## config.mk

```make
export PLATFORM = sky130hd
export DESIGN_NAME = market_feed_message_field_parser
export DESIGN_NICKNAME = d
export VERILOG_FILES = /design/src/hw/rtl/mfp_pkg.sv /design/src/hw/rtl/mfp_core.sv /design/src/hw/rtl/mfp_out_buf.sv /design/src/hw/rtl/market_feed_message_field_parser.sv
export SDC_FILE = /design/constraint.sdc
export NUM_CORES = 1
export LEC_CHECK = 0
export ABC_AREA = 1
export BUFFER_PORTS_ARGS = -buffer_cell sky130_fd_sc_hd__buf_4
export CAP_MARGIN = 25
export CORE_MARGIN = 3
export CORE_UTILIZATION = 56
export CTS_BUF_LIST = sky130_fd_sc_hd__clkbuf_2 sky130_fd_sc_hd__clkbuf_4 sky130_fd_sc_hd__clkbuf_8
export DETAILED_ROUTE_END_ITERATION = 6
export PLACE_DENSITY = 0.79
export SKIP_CTS_REPAIR_TIMING = 1
export SLEW_MARGIN = 15
export SYNTH_ARGS = -nofsm -noshare
export SYNTH_HDL_FRONTEND = slang
export SYNTH_SLANG_ARGS = --single-unit
```

## constraint.sdc

```tcl
create_clock -name clk -period 8.9 [get_ports clk]
set_input_delay 0.445 -clock clk [delete_from_list [all_inputs] [get_ports clk]]
set_output_delay 0.445 -clock clk [all_outputs]
set_load 0.02 [all_outputs]
```

## src/hw/rtl/mfp_pkg.sv

```systemverilog
// Types, constants and the message layout table of the market-feed field parser.
// Depends on nothing; used by every module of the block.
package mfp_pkg;

  localparam int HEADER_BYTES_DEF = 2;
  localparam int MAX_FIELDS       = 17;
  localparam int HCNT_W           = 2;
  localparam int FNUM_W           = 5;
  localparam int FLEN_W           = 4;
  localparam int VALUE_W          = 64;

  typedef enum logic [1:0] {
    PH_HEADER  = 2'd0,
    PH_TYPE    = 2'd1,
    PH_PAYLOAD = 2'd2
  } phase_t;

  // Message type codes.
  localparam logic [7:0] MT_S = 8'h53;
  localparam logic [7:0] MT_R = 8'h52;
  localparam logic [7:0] MT_H = 8'h48;
  localparam logic [7:0] MT_Y = 8'h59;
  localparam logic [7:0] MT_L = 8'h4C;
  localparam logic [7:0] MT_V = 8'h56;
  localparam logic [7:0] MT_W = 8'h57;
  localparam logic [7:0] MT_K = 8'h4B;
  localparam logic [7:0] MT_J = 8'h4A;
  localparam logic [7:0] MT_h = 8'h68;
  localparam logic [7:0] MT_A = 8'h41;
  localparam logic [7:0] MT_F = 8'h46;
  localparam logic [7:0] MT_E = 8'h45;
  localparam logic [7:0] MT_C = 8'h43;
  localparam logic [7:0] MT_X = 8'h58;
  localparam logic [7:0] MT_D = 8'h44;
  localparam logic [7:0] MT_U = 8'h55;
  localparam logic [7:0] MT_P = 8'h50;
  localparam logic [7:0] MT_Q = 8'h51;
  localparam logic [7:0] MT_B = 8'h42;
  localparam logic [7:0] MT_I = 8'h49;

  typedef struct packed {
    logic                                 known;
    logic [FNUM_W-1:0]                    nfields;
    logic [0:MAX_FIELDS-1][FLEN_W-1:0]    lens;
  } layout_t;

  typedef struct packed {
    logic [7:0]         message_type;
    logic [FNUM_W-1:0]  field_index;
    logic [VALUE_W-1:0] field_value;
    logic [FLEN_W-1:0]  field_length;
    logic               last_field;
    logic               parse_error;
  } result_t;

  typedef struct packed {
    logic    valid;
    result_t res;
  } push_t;

  // Field count and byte widths of each known message type.
  function automatic layout_t lookup_layout(input logic [7:0] code);
    layout_t l;
    l.known   = 1'b1;
    l.nfields = '0;
    l.lens    = '0;
    unique case (code)
      MT_S: begin l.nfields = 5'd4;  l.lens = {4'd2,4'd2,4'd6,4'd1,{13{4'd0}}}; end
      MT_R: begin
        l.nfields = 5'd17;
        l.lens = {4'd2,4'd2,4'd6,4'd8,4'd1,4'd1,4'd4,4'd1,4'd1,4'd2,4'd1,4'd1,4'd1,
                  4'd1,4'd1,4'd4,4'd1};
      end
      MT_H: begin l.nfields = 5'd7;  l.lens = {4'd2,4'd2,4'd6,4'd8,4'd1,4'd1,4'd4,{10{4'd0}}}; end
      MT_Y: begin l.nfields = 5'd5;  l.lens = {4'd2,4'd2,4'd6,4'd8,4'd1,{12{4'd0}}}; end
      MT_L: begin
        l.nfields = 5'd8;
        l.lens = {4'd2,4'd2,4'd6,4'd4,4'd8,4'd1,4'd1,4'd1,{9{4'd0}}};
      end
      MT_V: begin l.nfields = 5'd6;  l.lens = {4'd2,4'd2,4'd6,4'd8,4'd8,4'd8,{11{4'd0}}}; end
      MT_W: begin l.nfields = 5'd4;  l.lens = {4'd2,4'd2,4'd6,4'd1,{13{4'd0}}}; end
      MT_K: begin l.nfields = 5'd7;  l.lens = {4'd2,4'd2,4'd6,4'd8,4'd4,4'd1,4'd4,{10{4'd0}}}; end
      // The collar extension of this type ends in a four-byte field.
      MT_J: begin
        l.nfields = 5'd8;
        l.lens = {4'd2,4'd2,4'd6,4'd8,4'd4,4'd4,4'd4,4'd4,{9{4'd0}}};
      end
      MT_h: begin l.nfields = 5'd6;  l.lens = {4'd2,4'd2,4'd6,4'd8,4'd1,4'd1,{11{4'd0}}}; end
      MT_A: begin
        l.nfields = 5'd8;
        l.lens = {4'd2,4'd2,4'd6,4'd8,4'd1,4'd4,4'd8,4'd4,{9{4'd0}}};
      end
      MT_F: begin
        l.nfields = 5'd9;
        l.lens = {4'd2,4'd2,4'd6,4'd8,4'd1,4'd4,4'd8,4'd4,4'd4,{8{4'd0}}};
      end
      MT_E: begin l.nfields = 5'd6;  l.lens = {4'd2,4'd2,4'd6,4'd8,4'd4,4'd8,{11{4'd0}}}; end
      MT_C: begin
        l.nfields = 5'd8;
        l.lens = {4'd2,4'd2,4'd6,4'd8,4'd4,4'd8,4'd1,4'd4,{9{4'd0}}};
      end
      MT_X: begin l.nfields = 5'd5;  l.lens = {4'd2,4'd2,4'd6,4'd8,4'd4,{12{4'd0}}}; end
      MT_D: begin l.nfields = 5'd4;  l.lens = {4'd2,4'd2,4'd6,4'd8,{13{4'd0}}}; end
      MT_U: begin l.nfields = 5'd7;  l.lens = {4'd2,4'd2,4'd6,4'd8,4'd8,4'd4,4'd4,{10{4'd0}}}; end
      MT_P: begin
        l.nfields = 5'd9;
        l.lens = {4'd2,4'd2,4'd6,4'd8,4'd1,4'd4,4'd8,4'd4,4'd8,{8{4'd0}}};
      end
      MT_Q: begin
        l.nfields = 5'd8;
        l.lens = {4'd2,4'd2,4'd6,4'd8,4'd8,4'd4,4'd8,4'd1,{9{4'd0}}};
      end
      MT_B: begin l.nfields = 5'd4;  l.lens = {4'd2,4'd2,4'd6,4'd8,{13{4'd0}}}; end
      MT_I: begin
        l.nfields = 5'd12;
        l.lens = {4'd2,4'd2,4'd6,4'd8,4'd8,4'd1,4'd8,4'd4,4'd4,4'd4,4'd1,4'd1,{5{4'd0}}};
      end
      default: l.known = 1'b0;
    endcase
    return l;
  endfunction

endpackage

```

## src/hw/rtl/mfp_core.sv

```systemverilog
// Framing state and field assembly of the market-feed field parser.
// Uses mfp_pkg for the layout table and the result types.
module mfp_core #(
  parameter int HEADER_BYTES = mfp_pkg::HEADER_BYTES_DEF
) (
  input  logic          clk,
  input  logic          rst,
  input  logic          take,
  input  logic [7:0]    data_byte,
  output mfp_pkg::push_t push
);
  import mfp_pkg::*;

  localparam phase_t START_PHASE = (HEADER_BYTES > 0) ? PH_HEADER : PH_TYPE;

  phase_t             phase, phase_next;
  logic [HCNT_W-1:0]  header_count, header_count_next;
  logic [7:0]         current_type, current_type_next;
  logic [FNUM_W-1:0]  field_number, field_number_next;
  logic [FLEN_W-1:0]  field_byte_count, field_byte_count_next;
  logic [VALUE_W-1:0] value_accumulator, value_accumulator_next;

  layout_t            in_lay, cur_lay;
  logic [FLEN_W-1:0]  flen;
  logic [FLEN_W-1:0]  cnt_inc;
  logic [VALUE_W-1:0] acc_shift;
  logic               fn_ok, field_done, is_last;
  logic [2:0]         hdr_inc;

  assign in_lay    = lookup_layout(data_byte);
  assign cur_lay   = lookup_layout(current_type);
  assign fn_ok     = cur_lay.known && (field_number < cur_lay.nfields);
  assign flen      = (field_number < FNUM_W'(MAX_FIELDS)) ? cur_lay.lens[field_number] : '0;
  assign cnt_inc   = field_byte_count + FLEN_W'(1);
  assign acc_shift = {value_accumulator[VALUE_W-9:0], data_byte};
  assign field_done = !(cnt_inc < flen);
  assign is_last   = ({1'b0, field_number} + 6'd1) >= {1'b0, cur_lay.nfields};
  assign hdr_inc   = {1'b0, header_count} + 3'd1;

  // Next state.
  always_comb begin
    phase_next             = phase;
    header_count_next      = header_count;
    current_type_next      = current_type;
    field_number_next      = field_number;
    field_byte_count_next  = field_byte_count;
    value_accumulator_next = value_accumulator;
    unique case (phase)
      PH_TYPE: begin
        if (!in_lay.known) begin
          phase_next = START_PHASE;
          header_count_next = '0;
        end else begin
          current_type_next = data_byte;
          phase_next = PH_PAYLOAD;
        end
        field_number_next      = '0;
        field_byte_count_next  = '0;
        value_accumulator_next = '0;
      end
      PH_PAYLOAD: begin
        if (!fn_ok || (field_done && is_last)) begin
          phase_next             = START_PHASE;
          header_count_next      = '0;
          field_number_next      = '0;
          field_byte_count_next  = '0;
          value_accumulator_next = '0;
        end else if (field_done) begin
          field_number_next      = field_number + FNUM_W'(1);
          field_byte_count_next  = '0;
          value_accumulator_next = '0;
        end else begin
          field_byte_count_next  = cnt_inc;
          value_accumulator_next = acc_shift;
        end
      end
      default: begin
        // The spare phase code behaves as the header phase.
        if (hdr_inc >= 3'(HEADER_BYTES)) begin
          header_count_next = '0;
          phase_next = PH_TYPE;
        end else begin
          header_count_next = hdr_inc[HCNT_W-1:0];
          phase_next = PH_HEADER;
        end
      end
    endcase
  end

  // Result of the byte being transferred.
  always_comb begin
    push.valid = 1'b0;
    push.res.message_type = current_type;
    push.res.field_index  = field_number;
    push.res.field_value  = acc_shift;
    push.res.field_length = flen;
    push.res.last_field   = is_last;
    push.res.parse_error  = 1'b0;
    unique case (phase)
      PH_TYPE: begin
        push.valid = take && !in_lay.known;
        push.res.message_type = data_byte;
        push.res.field_index  = '0;
        push.res.field_value  = '0;
        push.res.field_length = '0;
        push.res.last_field   = 1'b1;
        push.res.parse_error  = 1'b1;
      end
      PH_PAYLOAD: push.valid = take && fn_ok && field_done;
      default:    push.valid = 1'b0;
    endcase
  end

  always_ff @(posedge clk) begin
    if (rst) begin
      phase             <= START_PHASE;
      header_count      <= '0;
      current_type      <= '0;
      field_number      <= '0;
      field_byte_count  <= '0;
      value_accumulator <= '0;
    end else if (take) begin
      phase             <= phase_next;
      header_count      <= header_count_next;
      current_type      <= current_type_next;
      field_number      <= field_number_next;
      field_byte_count  <= field_byte_count_next;
      value_accumulator <= value_accumulator_next;
    end
  end

endmodule

```

## src/hw/rtl/mfp_out_buf.sv

```systemverilog
// Two-entry result buffer that decouples the parser from the receiver.
// Uses mfp_pkg for the result types.
module mfp_out_buf (
  input  logic             clk,
  input  logic             rst,
  input  mfp_pkg::push_t   push,
  output logic             space,
  output logic             out_valid,
  input  logic             out_ready,
  output mfp_pkg::result_t head
);
  import mfp_pkg::*;

  result_t    entries [2];
  logic       wr_ptr, rd_ptr;
  logic [1:0] count, count_next;
  logic       pop;

  assign space     = !count[1];
  assign out_valid = (count != 2'd0);
  assign pop       = out_valid && out_ready;
  assign head      = entries[rd_ptr];

  always_comb begin
    count_next = count;
    if (push.valid && !pop) begin
      count_next = count + 2'd1;
    end else if (!push.valid && pop) begin
      count_next = count - 2'd1;
    end
  end

  always_ff @(posedge clk) begin
    if (push.valid) begin
      entries[wr_ptr] <= push.res;
    end
  end

  always_ff @(posedge clk) begin
    if (rst) begin
      wr_ptr <= 1'b0;
      rd_ptr <= 1'b0;
      count  <= 2'd0;
    end else begin
      if (push.valid) begin
        wr_ptr <= !wr_ptr;
      end
      if (pop) begin
        rd_ptr <= !rd_ptr;
      end
      count <= count_next;
    end
  end

endmodule

```

## src/hw/rtl/market_feed_message_field_parser.sv

```systemverilog
// Market-feed message field parser, top level. Uses mfp_pkg, mfp_core and mfp_out_buf.
//
// Input channel: one stream byte per transfer on data_byte, in_valid / in_ready.
// Each message is HEADER_BYTES length bytes (ignored), a type byte and a fixed
// payload whose layout comes from the type. Output channel: one result per
// completed field, with out_valid / out_ready; unknown types give one error
// result and framing restarts at the header.
// The result of a byte that completes a field is written to the result buffer at
// that byte's transfer. Throughput: one byte per cycle while in_ready is high;
// the layout lookup, byte shift and length compare fit between the state
// registers and the result buffer.
// Reset clears framing to the start of a header and empties the buffer.
// When the receiver stalls, the two-entry result buffer keeps taking bytes;
// in_ready drops only while both entries hold untaken results.
module market_feed_message_field_parser #(
  parameter int HEADER_BYTES = mfp_pkg::HEADER_BYTES_DEF
) (
  input  logic                         clk,
  input  logic                         rst,
  input  logic                         in_valid,
  output logic                         in_ready,
  input  logic [7:0]                   data_byte,
  output logic                         out_valid,
  input  logic                         out_ready,
  output logic [7:0]                   message_type,
  output logic [mfp_pkg::FNUM_W-1:0]   field_index,
  output logic [mfp_pkg::VALUE_W-1:0]  field_value,
  output logic [mfp_pkg::FLEN_W-1:0]   field_length,
  output logic                         last_field,
  output logic                         parse_error
);
  import mfp_pkg::*;

  push_t   push;
  result_t head;
  logic    take;

  assign take = in_valid && in_ready;

  mfp_core #(
    .HEADER_BYTES(HEADER_BYTES)
  ) u_core (
    .clk       (clk),
    .rst       (rst),
    .take      (take),
    .data_byte (data_byte),
    .push      (push)
  );

  mfp_out_buf u_buf (
    .clk       (clk),
    .rst       (rst),
    .push      (push),
    .space     (in_ready),
    .out_valid (out_valid),
    .out_ready (out_ready),
    .head      (head)
  );

  assign message_type = head.message_type;
  assign field_index  = head.field_index;
  assign field_value  = head.field_value;
  assign field_length = head.field_length;
  assign last_field   = head.last_field;
  assign parse_error  = head.parse_error;

endmodule

```

==> run_results.csv <==
group,metric,value,unit
outcome,status,"completed",
timing,worst_pin_slew,1.043,ns
setup_path,cp.arrival,5.22,ns
power,p_per_area,204.1,nW/um^2
placed_design,place.gp.congestion,1.013,
power,p_leak,4.782,nW
floorplanning,ios,97,
timing,finalMaxSlewViolations,0,
yosys,ys_async_sr_fraction,0,%
yosys,yosys.area.top_type,"edfxtp_1",
clocking,cts_root_buffer,"clkbuf_8",
timing,period_share,57.07,%
placed_design,placed_cell_area,12020,um^2
hold_path,min_path_type,"in -> reg",
timing,setup-tns-final,0,ns
routing,dr.pass1.iters,5,
floorplanning,core,19080,um^2
clocking,clock_sinks,248,
timing,slew_headroom,30.48,%
setup_path,start_kind,"flop",
floorplanning,row_count,50,
global_route,grt_pass1_vias,7834,
setup_path,critPathKind,"reg -> reg",
finish,fillers,1430,
clocking,cts_tree,"built",
floorplanning,die_y,146.9,um
setup_path,r2r_cells,14,
yosys,synth_common_cells,"edfxtp_1, nand2_1, nor2_1, inv_1",
global_route,grt_max_degree,93,
setup_path,cp-end-kind,"flop",
yosys,synth_cell_types,43,
timing,hold_viol_final,0,
clocking,clock_latency,0.54,ns
yosys,synth_top_area_share,44.81,%
setup_path,worstPathMaxFanout,66,
hold_path,min_to,"u_core.value_accumulator[7]",
placed_design,io_buffers,96,
finish,drive_above_1_share,25.28,%
timing,layout_min_cycle_time,5.079,ns
global_route,grt.total_usage,21.88,%
yosys,synth-seq-area-share,59.57,%
finish,areaGrowthSynthToFinish,16.07,%
finish,fin_area,12910,um^2
setup_path,r2r-start,"u_core.current_type[4]",
timing,grt_setup_unrepaired,"false",
yosys,synth_area_leaders,"edfxtp_1, dfxtp_1, mux2_2",
yosys,synth_top_family_by_area,"simple AND/OR/NAND/NOR gates",
yosys,synth_area,11120,um^2
run,cap_violations,0,
routing,drt_iter0_drc,487,
timing,max_freq,0.1969,GHz
yosys,avgSynthCellArea,10.65,um^2
finish,nNetsFinal,1170,
clocking,htree_num_levels,2,
routing,drc_errors,0,
yosys,synth-simple-area-share,16.67,%
routing,viasPerCell,5.413,
yosys,synthMostInstantiatedCell,"edfxtp_1",
setup_path,r2r_end,"u_buf.entries[0][77]",
power,ir_drop,105.8,uV
routing,wl,23.71,mm
routing,num_vias,7746,
yosys,synth_fa_ha_area_share,2.137,%
finish,n_antenna_cell,0,
global_route,antenna_found_initial,0,
placed_design,dp_hpwl,14.74,mm
yosys,synth_xor_area_share,0.5511,%
yosys,synth_edf_count,166,
setup_path,r2r_slack,3.82,ns
yosys,synth_mux_area_share,8.402,%
yosys,yosysWarnings,0,
yosys,synth-seq-cells,248,
clocking,path_clk_slew,0.06,ns
hold_path,hold_depth,3,
floorplanning,die_w,146.9,um
floorplanning,start_util,58.30,%
floorplanning,die_area,21590,um^2
routing,final_antenna_net_count,0,
hold_path,worstHoldStart,"data_byte[7]",
clocking,cts_made_buffers,40,
yosys,synth_compound_area_share,6.568,%
timing,setup_viol,0,
yosys,syn_nets,1076,
global_route,grt.overflow.total,0,
yosys,netlist_instances,1045,
routing,wl_per_cell,16.57,um
timing,clock_skew,0.02138,ns
setup_path,worst-endpoint-required,9.05,ns
clocking,clk_path_buf_depth,3,
global_route,grt_first_pass_wirelength,38.75,mm
yosys,synth_ff_type,"edfxtp_1",
==> report_power, final <==
group	switching (W)	internal, W	total, W
clock	0.000429	0.000603	0.00103
sequential	0.00000605	0.00123	0.00123
combinational	0.000209	0.000160	0.000369
total	0.000644	0.00199	0.00263
==> logic make-up (layout without fill, tap and decap cells) <==
logic type / after synthesis / after routing
AOI/OAI and AO/OA: 133 / 133
buffers and inverters: 166 / 292
adders and majority gates: 19 / 19
and+or+nand+nor: 389 / 389
DFF: 248 / 248
xor gates and xnor gates: 7 / 7
muxes: 83 / 83
==> worst max-delay path, stage by stage (launching register included) <==
cell and delay, ns:
dfxtp_1 0.39, inv_1 0.07, nand2_1 0.10, nor2_4 0.06, nand3_1 0.18, nand2_1 0.11, or2_2 0.31, nor4_1 0.38
ha_1 0.31, a21oi_1 0.20, o21bai_1 0.13, a2111oi_4 0.51, nand2_1 0.20, a211oi_4 0.84, buf_4 0.87
==> per-layer routing <==
metal	vias to the layer above	global-route usage, %	routed length [um]
li1	3750	-	-
met1	3715	27.32	9784
met2	233	38.79	12000
met3	48	3.701	1366
met4	0	7.269	566
met5	-	0	0
==> how the worst max path moves through the flow <==
| stage | start | slack [ns] | cells past startpoint | to |
|---|---|---|---|---|
| CTS | u_core.current_type[4] | 3.81 | 14 | u_buf.entries[0][77] |
| detailed placement | u_core.current_type[4] | 3.80 | 14 | u_buf.entries[0][76] |
| floorplan | u_core.current_type[4] | 2.46 | 13 | u_buf.entries[0][0] |
| global route | u_core.current_type[4] | 3.50 | 14 | u_buf.entries[0][77] |
| global placement | u_core.current_type[4] | 3.90 | 14 | u_buf.entries[0][76] |
| finish | u_core.current_type[4] | 3.82 | 14 | u_buf.entries[0][77] |
==> cell usage in the layout (no fill, tap or decap), types with 6 or more instances in the layout <==
master,netlist,routed
edfxtp_1,166,166
nand2_1,152,152
nor2_1,111,110
buf_4,0,102
inv_1,100,100
a21oi_1,83,83
mux2_2,83,83
dfxtp_1,82,81
nand3b_1,60,60
clkbuf_8,0,46
o21ai_0,31,31
nand3_1,25,25
ha_1,19,18
clkbuf_4,0,17
nand4_1,9,9
inv_2,9,8
nor2_2,8,8
clkinv_1,5,8
nand2_2,6,6
clkinv_2,0,6
==> flip-flops by register name, indices dropped and copies added, names as in the netlist, named ones only <==
| name | count |
|---|---|
| u_buf.wr_ptr | 1 |
| u_buf.entries | 166 |
| u_buf.count | 2 |
| u_core.value_accumulator | 56 |
| u_core.current_type | 8 |
| u_buf.rd_ptr | 1 |
| u_core.field_number | 5 |
| u_core.header_count | 2 |
| u_core.field_byte_count | 4 |
| u_core.phase | 2 |
==> cell type report <==
type,count,area (um^2),area share [%]
Multi-Input combinational cell,631,3841,29.75
Clock buffer,63,760.7,5.891
Tap cell,260,325.3,2.519
Timing Repair Buffer,104,820.8,6.357
Clock inverter,11,105.1,0.8140
Inverter,114,429.2,3.324
Sequential cell,248,6630,51.35
==> through the flow <==
stage	worst slack [ns]	power [W]	hold WS (ns)	instances	util (%)
final	3.821	0.002635	0.2187	1431	67.67
after global routing	3.496	0.002732	0.2286	1431	67.67
after CTS	3.810	0.002656	0.2010	1430	67.53
after detailed placement	3.802	0.001626	0.4592	1356	62.99
after global placement	3.899	0.001622	0.4518	1355	62.85
after floorplan	2.462	0.001489	0.4404	1045	-
Note: power is estimated with default switching activity, not from simulation.
